[config.mk]
export PLATFORM = sky130hd
export DESIGN_NAME = priority_round_robin_ready_queue
export DESIGN_NICKNAME = d
export VERILOG_FILES = /design/src/rtl/prrq_pkg.sv /design/src/rtl/priority_round_robin_ready_queue.sv /design/src/rtl/prrq_ram.sv /design/src/rtl/prrq_seq.sv
export SDC_FILE = /design/constraint.sdc
export NUM_CORES = 1
export LEC_CHECK = 0
export BUFFER_PORTS_ARGS = -buffer_cell sky130_fd_sc_hd__buf_2
export CAP_MARGIN = 20
export CELL_PAD_IN_SITES_DETAIL_PLACEMENT = 0
export CELL_PAD_IN_SITES_GLOBAL_PLACEMENT = 2
export CORE_MARGIN = 4
export CORE_UTILIZATION = 44
export CTS_CLUSTER_DIAMETER = 30
export DETAILED_ROUTE_END_ITERATION = 10
export GPL_ROUTABILITY_DRIVEN = 0
export PLACE_DENSITY_LB_ADDON = 0.1
export SLEW_MARGIN = 10
export SYNTH_ARGS = -nofsm -noshare
export SYNTH_HDL_FRONTEND = slang
export SYNTH_SLANG_ARGS = --single-unit
[constraint.sdc]
create_clock -name i_clk -period 5.6 [get_ports i_clk]
set_input_delay 1.12 -clock i_clk [delete_from_list [all_inputs] [get_ports i_clk]]
set_output_delay 1.12 -clock i_clk [all_outputs]
set_load 0.01 [all_outputs]
[src/rtl/prrq_pkg.sv]
`timescale 1ns / 1ps
package prrq_pkg;

    localparam int DEF_NUM_LEVELS = 32;
    localparam int DEF_NUM_TASKS  = 32;

    localparam int OP_W        = 2;
    localparam int TASK_ID_W   = 5;
    localparam int PRIO_W      = 5;
    localparam int STATUS_W    = 2;
    localparam int CHOSEN_W    = 5;
    localparam int MAX_LEVELS  = 64;
    localparam int LEVEL_IDX_W = 6;

    typedef enum logic [OP_W-1:0] {
        OP_ADD     = 2'd0,
        OP_REMOVE  = 2'd1,
        OP_NEXT    = 2'd2,
        OP_RESTART = 2'd3
    } t_op;

    typedef enum logic [STATUS_W-1:0] {
        ST_OK        = 2'd0,
        ST_QUEUE_ERR = 2'd1,
        ST_EMPTY     = 2'd2
    } t_status;

    typedef struct packed {
        t_status             status;
        logic                preempt;
        logic [CHOSEN_W-1:0] chosen;
    } t_res;

    typedef logic [MAX_LEVELS-1:0] t_level_map;

    // Highest set bit of the level map, zero when the map is empty.
    function automatic logic [LEVEL_IDX_W-1:0] f_highest(input t_level_map map);
        logic [LEVEL_IDX_W-1:0] hi;
        hi = '0;
        for (int i = 0; i < MAX_LEVELS; i++) begin
            if (map[i]) begin
                hi = LEVEL_IDX_W'(i);
            end
        end
        return hi;
    endfunction

endpackage

[src/rtl/priority_round_robin_ready_queue.sv]
`timescale 1ns / 1ps
// Ready queue for a real-time kernel: each priority level holds a circular
// doubly linked ring of task slots, kept in simple dual-port link memories
// (next, prev, slot level, level head) with a registered read, plus a
// level bitmap, a top-level register and a rotation pointer in flip-flops.
// One request is worked at a time and the input is stalled from acceptance
// until its result sits in the output register; that register lets the next
// request in while the result waits. Restart, rejected add or remove, next
// with nothing ready and add to an empty level go straight to the result;
// pick next, remove and add to a non-empty level pass through more states.
// Their work is set by the dependent reads and the one write per cycle
// on the next and prev memories. No clearing pass after reset: queued
// flags and the bitmap are flip-flops.
module priority_round_robin_ready_queue import prrq_pkg::*; #(
    parameter int NUM_LEVELS = DEF_NUM_LEVELS,
    parameter int NUM_TASKS  = DEF_NUM_TASKS
) (
    input  logic                 i_clk,
    input  logic                 i_rst_n,
    input  logic                 i_valid,
    output logic                 o_stall,
    input  logic [OP_W-1:0]      i_op,
    input  logic [TASK_ID_W-1:0] i_task_id,
    input  logic [PRIO_W-1:0]    i_task_priority,
    output logic                 o_valid,
    input  logic                 i_stall,
    output logic [STATUS_W-1:0]  o_status,
    output logic                 o_preempt,
    output logic [CHOSEN_W-1:0]  o_chosen_task
);

    localparam int TW = $clog2(NUM_TASKS);
    localparam int LW = $clog2(NUM_LEVELS);
    localparam int XW = ((TW > TASK_ID_W) ? TW : TASK_ID_W) + 1;
    localparam int PW = ((LW > PRIO_W) ? LW : PRIO_W) + 1;

    logic [XW-1:0] w_tid_x;
    logic          w_tid_ok;
    logic [PW-1:0] w_prio_x;
    logic [PW-1:0] w_lvl_x;
    logic          w_busy;
    logic          w_res_valid;
    logic          w_res_take;
    t_res          w_res;
    logic          r_ovalid;
    t_res          r_out;

    // range-check the slot and saturate the level
    assign w_tid_x  = XW'(i_task_id);
    assign w_tid_ok = (w_tid_x < XW'(NUM_TASKS));
    assign w_prio_x = PW'(i_task_priority);
    assign w_lvl_x  = (w_prio_x >= PW'(NUM_LEVELS)) ? PW'(NUM_LEVELS - 1) : w_prio_x;

    prrq_seq #(
        .NUM_LEVELS (NUM_LEVELS),
        .NUM_TASKS  (NUM_TASKS)
    ) u_seq (
        .i_clk       (i_clk),
        .i_rst_n     (i_rst_n),
        .i_req_valid (i_valid && !o_stall),
        .i_op        (t_op'(i_op)),
        .i_tid       (w_tid_x[TW-1:0]),
        .i_tid_ok    (w_tid_ok),
        .i_lvl       (w_lvl_x[LW-1:0]),
        .o_busy      (w_busy),
        .o_res_valid (w_res_valid),
        .o_res       (w_res),
        .i_res_take  (w_res_take)
    );

    assign w_res_take = !r_ovalid || !i_stall;

    always_ff @(posedge i_clk) begin
        if (!i_rst_n) begin
            r_ovalid <= 1'b0;
        end else if (w_res_valid && w_res_take) begin
            r_ovalid <= 1'b1;
        end else if (!i_stall) begin
            r_ovalid <= 1'b0;
        end
        if (w_res_valid && w_res_take) begin
            r_out <= w_res;
        end
    end

    assign o_stall       = w_busy || !i_rst_n;
    assign o_valid       = r_ovalid;
    assign o_status      = r_out.status;
    assign o_preempt     = r_out.preempt;
    assign o_chosen_task = r_out.chosen;

endmodule

[src/rtl/prrq_ram.sv]
`timescale 1ns / 1ps
module prrq_ram #(
    parameter int WIDTH = 8,
    parameter int DEPTH = 32
) (
    input  logic                     i_clk,
    input  logic                     i_we,
    input  logic [$clog2(DEPTH)-1:0] i_waddr,
    input  logic [WIDTH-1:0]         i_wdata,
    input  logic [$clog2(DEPTH)-1:0] i_raddr,
    output logic [WIDTH-1:0]         o_rdata
);

    logic [WIDTH-1:0] r_mem [DEPTH];
    logic [WIDTH-1:0] r_rdata;

    always_ff @(posedge i_clk) begin
        if (i_we) begin
            r_mem[i_waddr] <= i_wdata;
        end
        r_rdata <= r_mem[i_raddr];
    end

    assign o_rdata = r_rdata;

endmodule

[src/rtl/prrq_seq.sv]
`timescale 1ns / 1ps
module prrq_seq import prrq_pkg::*; #(
    parameter int NUM_LEVELS = DEF_NUM_LEVELS,
    parameter int NUM_TASKS  = DEF_NUM_TASKS
) (
    input  logic                          i_clk,
    input  logic                          i_rst_n,
    input  logic                          i_req_valid,
    input  t_op                           i_op,
    input  logic [$clog2(NUM_TASKS)-1:0]  i_tid,
    input  logic                          i_tid_ok,
    input  logic [$clog2(NUM_LEVELS)-1:0] i_lvl,
    output logic                          o_busy,
    output logic                          o_res_valid,
    output t_res                          o_res,
    input  logic                          i_res_take
);

    localparam int TW = $clog2(NUM_TASKS);
    localparam int LW = $clog2(NUM_LEVELS);

    typedef enum logic [3:0] {
        S_IDLE,
        S_ADD_H,
        S_ADD_T,
        S_ADD_L,
        S_REM,
        S_REM_H,
        S_TOP,
        S_NXT,
        S_FIN
    } t_state;

    t_state                  r_state, n_state;
    logic [NUM_TASKS-1:0]    r_queued, n_queued;
    logic [NUM_LEVELS-1:0]   r_map, n_map;
    logic [LW-1:0]           r_top, n_top;
    logic [TW-1:0]           r_rot, n_rot;
    logic                    r_rot_ok, n_rot_ok;
    logic [TW-1:0]           r_t, n_t;
    logic [LW-1:0]           r_lv, n_lv;
    logic [TW-1:0]           r_link, n_link;
    logic                    r_cand, n_cand;
    t_res                    r_res, n_res;

    logic                    prio_we;
    logic [TW-1:0]           prio_waddr, prio_raddr;
    logic [LW-1:0]           prio_wdata, prio_rdata;
    logic                    next_we;
    logic [TW-1:0]           next_waddr, next_wdata, next_raddr, next_rdata;
    logic                    prev_we;
    logic [TW-1:0]           prev_waddr, prev_wdata, prev_raddr, prev_rdata;
    logic                    head_we;
    logic [LW-1:0]           head_waddr, head_raddr;
    logic [TW-1:0]           head_wdata, head_rdata;

    logic [LEVEL_IDX_W-1:0]  w_hi;
    logic [TW-1:0]           w_pick;

    assign w_hi   = f_highest(t_level_map'(r_map));
    assign w_pick = (r_cand && (prio_rdata == r_top)) ? next_rdata : head_rdata;

    always_comb begin
        n_state  = r_state;
        n_queued = r_queued;
        n_map    = r_map;
        n_top    = r_top;
        n_rot    = r_rot;
        n_rot_ok = r_rot_ok;
        n_t      = r_t;
        n_lv     = r_lv;
        n_link   = r_link;
        n_cand   = r_cand;
        n_res    = r_res;

        prio_we    = 1'b0;
        prio_waddr = r_t;
        prio_wdata = r_lv;
        prio_raddr = r_rot;
        next_we    = 1'b0;
        next_waddr = r_t;
        next_wdata = r_t;
        next_raddr = r_rot;
        prev_we    = 1'b0;
        prev_waddr = r_t;
        prev_wdata = r_t;
        prev_raddr = r_rot;
        head_we    = 1'b0;
        head_waddr = r_lv;
        head_wdata = r_t;
        head_raddr = r_top;

        case (r_state)
            S_IDLE: begin
                if (i_req_valid) begin
                    n_res = '0;
                    n_t   = i_tid;
                    n_lv  = i_lvl;
                    n_state = S_FIN;
                    case (i_op)
                        OP_ADD: begin
                            if (!i_tid_ok || r_queued[i_tid]) begin
                                n_res.status = ST_QUEUE_ERR;
                            end else begin
                                if (i_lvl > r_top) begin
                                    n_top         = i_lvl;
                                    n_rot_ok      = 1'b0;
                                    n_res.preempt = 1'b1;
                                end
                                n_queued[i_tid] = 1'b1;
                                prio_we    = 1'b1;
                                prio_waddr = i_tid;
                                prio_wdata = i_lvl;
                                if (r_map[i_lvl]) begin
                                    head_raddr = i_lvl;
                                    n_state    = S_ADD_H;
                                end else begin
                                    // first task of the level: a ring of one
                                    head_we      = 1'b1;
                                    head_waddr   = i_lvl;
                                    head_wdata   = i_tid;
                                    next_we      = 1'b1;
                                    next_waddr   = i_tid;
                                    next_wdata   = i_tid;
                                    prev_we      = 1'b1;
                                    prev_waddr   = i_tid;
                                    prev_wdata   = i_tid;
                                    n_map[i_lvl] = 1'b1;
                                end
                            end
                        end
                        OP_REMOVE: begin
                            if (!i_tid_ok || !r_queued[i_tid]) begin
                                n_res.status = ST_QUEUE_ERR;
                            end else begin
                                n_queued[i_tid] = 1'b0;
                                prio_raddr = i_tid;
                                next_raddr = i_tid;
                                prev_raddr = i_tid;
                                n_state    = S_REM;
                            end
                        end
                        OP_NEXT: begin
                            if (!r_map[r_top]) begin
                                n_res.status = ST_EMPTY;
                            end else begin
                                head_raddr = r_top;
                                prio_raddr = r_rot;
                                next_raddr = r_rot;
                                n_cand     = r_rot_ok && r_queued[r_rot];
                                n_state    = S_NXT;
                            end
                        end
                        OP_RESTART: begin
                            n_rot_ok = 1'b0;
                        end
                        default: begin
                            n_rot_ok = 1'b0;
                        end
                    endcase
                end
            end
            S_ADD_H: begin
                n_link     = head_rdata;
                prev_raddr = head_rdata;
                n_state    = S_ADD_T;
            end
            S_ADD_T: begin
                // tail now points forward to the new task
                next_we    = 1'b1;
                next_waddr = prev_rdata;
                next_wdata = r_t;
                prev_we    = 1'b1;
                prev_waddr = r_t;
                prev_wdata = prev_rdata;
                n_state    = S_ADD_L;
            end
            S_ADD_L: begin
                next_we    = 1'b1;
                next_waddr = r_t;
                next_wdata = r_link;
                prev_we    = 1'b1;
                prev_waddr = r_link;
                prev_wdata = r_t;
                n_state    = S_FIN;
            end
            S_REM: begin
                if (next_rdata == r_t) begin
                    n_map[prio_rdata] = 1'b0;
                    n_rot_ok          = 1'b0;
                    n_state           = S_TOP;
                end else begin
                    next_we    = 1'b1;
                    next_waddr = prev_rdata;
                    next_wdata = next_rdata;
                    prev_we    = 1'b1;
                    prev_waddr = next_rdata;
                    prev_wdata = prev_rdata;
                    n_link     = next_rdata;
                    n_lv       = prio_rdata;
                    head_raddr = prio_rdata;
                    n_state    = S_REM_H;
                end
            end
            S_REM_H: begin
                // advance the head past the removed task
                if (head_rdata == r_t) begin
                    head_we    = 1'b1;
                    head_waddr = r_lv;
                    head_wdata = r_link;
                end
                n_state = S_FIN;
            end
            S_TOP: begin
                n_top   = w_hi[LW-1:0];
                n_state = S_FIN;
            end
            S_NXT: begin
                n_rot        = w_pick;
                n_rot_ok     = 1'b1;
                n_res.chosen = CHOSEN_W'(w_pick);
                n_state      = S_FIN;
            end
            S_FIN: begin
                if (i_res_take) begin
                    n_state = S_IDLE;
                end
            end
            default: begin
                n_state = S_IDLE;
            end
        endcase
    end

    always_ff @(posedge i_clk) begin
        if (!i_rst_n) begin
            r_state  <= S_IDLE;
            r_queued <= '0;
            r_map    <= '0;
            r_top    <= '0;
            r_rot    <= '0;
            r_rot_ok <= 1'b0;
        end else begin
            r_state  <= n_state;
            r_queued <= n_queued;
            r_map    <= n_map;
            r_top    <= n_top;
            r_rot    <= n_rot;
            r_rot_ok <= n_rot_ok;
        end
        r_t    <= n_t;
        r_lv   <= n_lv;
        r_link <= n_link;
        r_cand <= n_cand;
        r_res  <= n_res;
    end

    prrq_ram #(.WIDTH(LW), .DEPTH(NUM_TASKS)) u_prio_ram (
        .i_clk   (i_clk),
        .i_we    (prio_we),
        .i_waddr (prio_waddr),
        .i_wdata (prio_wdata),
        .i_raddr (prio_raddr),
        .o_rdata (prio_rdata)
    );

    prrq_ram #(.WIDTH(TW), .DEPTH(NUM_TASKS)) u_next_ram (
        .i_clk   (i_clk),
        .i_we    (next_we),
        .i_waddr (next_waddr),
        .i_wdata (next_wdata),
        .i_raddr (next_raddr),
        .o_rdata (next_rdata)
    );

    prrq_ram #(.WIDTH(TW), .DEPTH(NUM_TASKS)) u_prev_ram (
        .i_clk   (i_clk),
        .i_we    (prev_we),
        .i_waddr (prev_waddr),
        .i_wdata (prev_wdata),
        .i_raddr (prev_raddr),
        .o_rdata (prev_rdata)
    );

    prrq_ram #(.WIDTH(TW), .DEPTH(NUM_LEVELS)) u_head_ram (
        .i_clk   (i_clk),
        .i_we    (head_we),
        .i_waddr (head_waddr),
        .i_wdata (head_wdata),
        .i_raddr (head_raddr),
        .o_rdata (head_rdata)
    );

    assign o_busy      = (r_state != S_IDLE);
    assign o_res_valid = (r_state == S_FIN);
    assign o_res       = r_res;

endmodule

==> results.toml <==
[status]
status = "completed"

[timing]
tightest_slew_ns = 1.225
drv_slew = 0
hold_viol_final = 0
slew_headroom_pct = 18.30
rsz0062_at_grt = "no"
period_share_pct = 87.28
setup_tns_ns = 0
setup_violations = 0
fmax_ghz = 0.2046
hold_ws_ns = 0.4647
skew_ns = 0.05771
min_period_ns = 4.888

[route]
vias = 24170
wl_per_cell_um = 23.38
first_pass_iters = 6
drt_iter0_markers = 2259
drc = 0
via_per_inst = 5.752
finalWirelength_um = 98200
ant_nets = 0

[yosys]
yosys_warnings = 0
synth_cells = 2899
synth_edf_count = 672
synth_nets = 2924
async_flop_share_pct = 0
syn_avg_cell_area_um2 = 11.71
ys_types = 87
ys_seq_area_share_pct = 65.31
ys.flop_type = "edfxtp_1"
yosys_register_bits = 772
yosys.area.top_type = "edfxtp_1"
synthTopCellsByArea = "edfxtp_1 59%, nand2_1 7.4%, dfxtp_1 5.9%, nor2_1 2.2%, mux2i_1 2.2%"
synth_top_area_share_pct = 59.42
synthesis.area_mm2 = 0.03396

[grt]
grt_usage_pct = 23.86
antenna_found_initial = 0
grt_pass1_wl_um = 148400
grt_pass1_vias = 24010
gr-total-overflow = 0
grt_max_degree = 81

[clock_tree]
clk_pin_slew_ns = 0.04
cts_tree = "yes"
cts_buffer_depth = 3
htree_levels = 4
cts-resized-gates = 0
cts.sinks = 772
cts-root-buf = "clkbuf_16"
cts_buffers = 162
holdBufCountCts = 0
clkLatencyLatePin_ns = 0.74
post_cts_buffers = 0

[min_path]
hold_depth = 2
min_from = "u_seq.r_rot_ok"
min_path_type = "flop to flop"
min_to = "u_seq.r_rot_ok"

[finish]
multi_input_area_mm2 = 0.01089
areaGrowthSynthToFinish_pct = 21.71
layout_commonest_cell = "nand2_1"
nets = 3060
seq_area_mm2 = 0.02218
drive_above_1_share_pct = 15.39
fill_cells = 6470
antenna_cells = 0
final_cell_mix = "673 x nand2_1, 672 x edfxtp_1, 198 x nor2_1, 162 x clkbuf_16, 120 x nand3_1"

[power]
p_clk_share_pct = 57.1
p_switching_mw = 3.769
seqPwrFrac_pct = 38.6
p_leak_nw = 15.10
combPwrFrac_pct = 4.4
netSwitchingFraction_pct = 22.55
ir_drop_uv = 304.5
power.internal_mw = 12.94
p_per_area_mw_per_mm2 = 404.2

[place]
place.port_buffers = 25
dp_hpwl_um = 63670

[floorplanning]
die_w_um = 285.8
start_util_pct = 44.57
placementRows = 101
die_area_mm2 = 0.08169
fp.dieH_um = 285.8
coreArea_mm2 = 0.07620
io_pins = 26

[critical_path]
startpoint_type = "primary input"
r2r_cells = 12
cp-end-kind = "flop"
r2r-end = "u_seq.u_prio_ram.o_rdata[1]"
r2r_slack_ns = 1.09
critPathMaxFanout = 52
critPathKind = "primary input to flop"
cp.required_ns = 6.14
cp.arrival_ns = 5.43

[flow_run]
max-cap-violations = 0
==> flip-flops by register name (all words and copies together), names as in the netlist, named ones only <==
signal	flops
o_valid	1
u_seq.r_rot	5
u_seq.u_prio_ram.o_rdata	5
u_seq.u_prio_ram.r_mem	160
u_seq.r_cand	1
u_seq.r_link	5
u_seq.r_map	32
o_status	2
u_seq.u_next_ram.o_rdata	5
o_chosen_task	5
o_preempt	1
u_seq.r_lv	5
u_seq.r_state	4
u_seq.u_prev_ram.o_rdata	5
u_seq.r_top	5
u_seq.u_head_ram.o_rdata	5
u_seq.u_prev_ram.r_mem	160
u_seq.r_rot_ok	1
u_seq.u_next_ram.r_mem	160
u_seq.r_t	5
u_seq.u_head_ram.r_mem	160
u_seq.o_res	8
==> final cells by class <==
type | count | area share, %
inverters | 37 | 0.3360
well taps | 1030 | 3.118
clock buffers | 190 | 10.33
flip-flops and latches | 772 | 53.66
multi-input cells | 1909 | 26.35
clock inverters | 110 | 3.193
repair buffers | 153 | 3.009
==> worst max-delay path, stage by stage <==
cell and delay [ns]:
buf_2 0.24, mux2_1 0.36, a222oi_1 0.39, a32oi_2 0.30, o311ai_4 0.50, buf_4 0.25, mux2_4 0.57, buf_12 0.29
nand2_1 0.08, and3_1 0.18, a31oi_1 0.21, o22ai_1 0.18, nor4_1 0.72
==> power by group through the flow <==
stage	sequential (mW)	clock (mW)	combinational, mW
after floorplan	6.50	0	0.417
after global placement	6.54	0	0.727
after detailed placement	6.54	0	0.729
after CTS	6.44	9.68	0.732
after global routing	6.44	10.0	0.790
final	6.44	9.54	0.730
==> how the worst max path moves through the flow <==
| stage | start | end | slack, ns | depth (start not counted) |
|---|---|---|---|---|
| finish | i_task_id[0] | u_seq.u_prio_ram.o_rdata[1] | 0.71 | 13 |
| CTS | i_task_id[0] | u_seq.u_next_ram.r_mem[6][0] | 0.76 | 13 |
| detailed placement | i_task_id[0] | u_seq.u_next_ram.r_mem[6][4] | 0.03 | 13 |
| floorplan | i_task_id[0] | u_seq.u_head_ram.r_mem[0][2] | 0.44 | 12 |
| global placement | i_task_id[0] | u_seq.u_prio_ram.o_rdata[0] | -0.007 | 13 |
| global route | i_task_id[0] | u_seq.u_next_ram.r_mem[6][0] | 0.45 | 13 |
==> metal layers <==
layer | part of all wire, % | routed length [µm] | global-route usage, % | vias up
li1 | - | - | - | 11090
met4 | 2.6 | 2560 | 7.525 | 0
met3 | 5.8 | 5696 | 4.191 | 166
met1 | 44 | 43220 | 32.86 | 12070
met2 | 48 | 46720 | 38.79 | 842
met5 | 0 | 0 | 0 | -
==> cell families (layout without fill, tap and decap cells) <==
logic type / count (synthesis) / count (layout) / share of synthesized area [%]
flops: 772 / 772 / 65.31
fa+ha+maj: 9 / 9 / 0.3316
compound gates: 508 / 508 / 10.34
simple gates: 1263 / 1263 / 16.57
buf+inv: 218 / 490 / 2.840
xor+xnor: 15 / 15 / 0.3869
mux: 114 / 114 / 4.218
==> cell usage after synthesis, types with 15 or more instances <==
| library cell | number |
|---|---|
| a211oi_1 | 20 |
| a21oi_1 | 94 |
| a311oi_1 | 15 |
| a31oi_1 | 59 |
| a32oi_1 | 35 |
| and2_1 | 43 |
| and3_1 | 69 |
| buf_2 | 59 |
| clkbuf_1 | 94 |
| dfxtp_1 | 100 |
| edfxtp_1 | 672 |
| inv_1 | 31 |
| mux2_2 | 15 |
| mux2i_1 | 73 |
| mux4_2 | 21 |
| nand2_1 | 674 |
| nand3_1 | 120 |
| nor2_1 | 198 |
| nor2b_1 | 17 |
| nor3_1 | 37 |
| nor4_1 | 34 |
| o211a_1 | 33 |
| o21ai_0 | 95 |
| o22ai_1 | 47 |
==> through the flow <==
step	instance area, µm²	setup WS, ns	std cells	power (mW)	util [%]
global route	41330	0.4468	4201	17.24	54.24
global placement	35720	-0.006878	3900	7.271	46.87
CTS	41310	0.7612	4200	16.86	54.21
detailed placement	35720	0.03155	3900	7.271	46.87
floorplan	33960	0.4369	2899	6.920	-
finish	41330	0.7122	4201	16.71	54.24
Note: power is estimated with default switching activity, not from simulation.
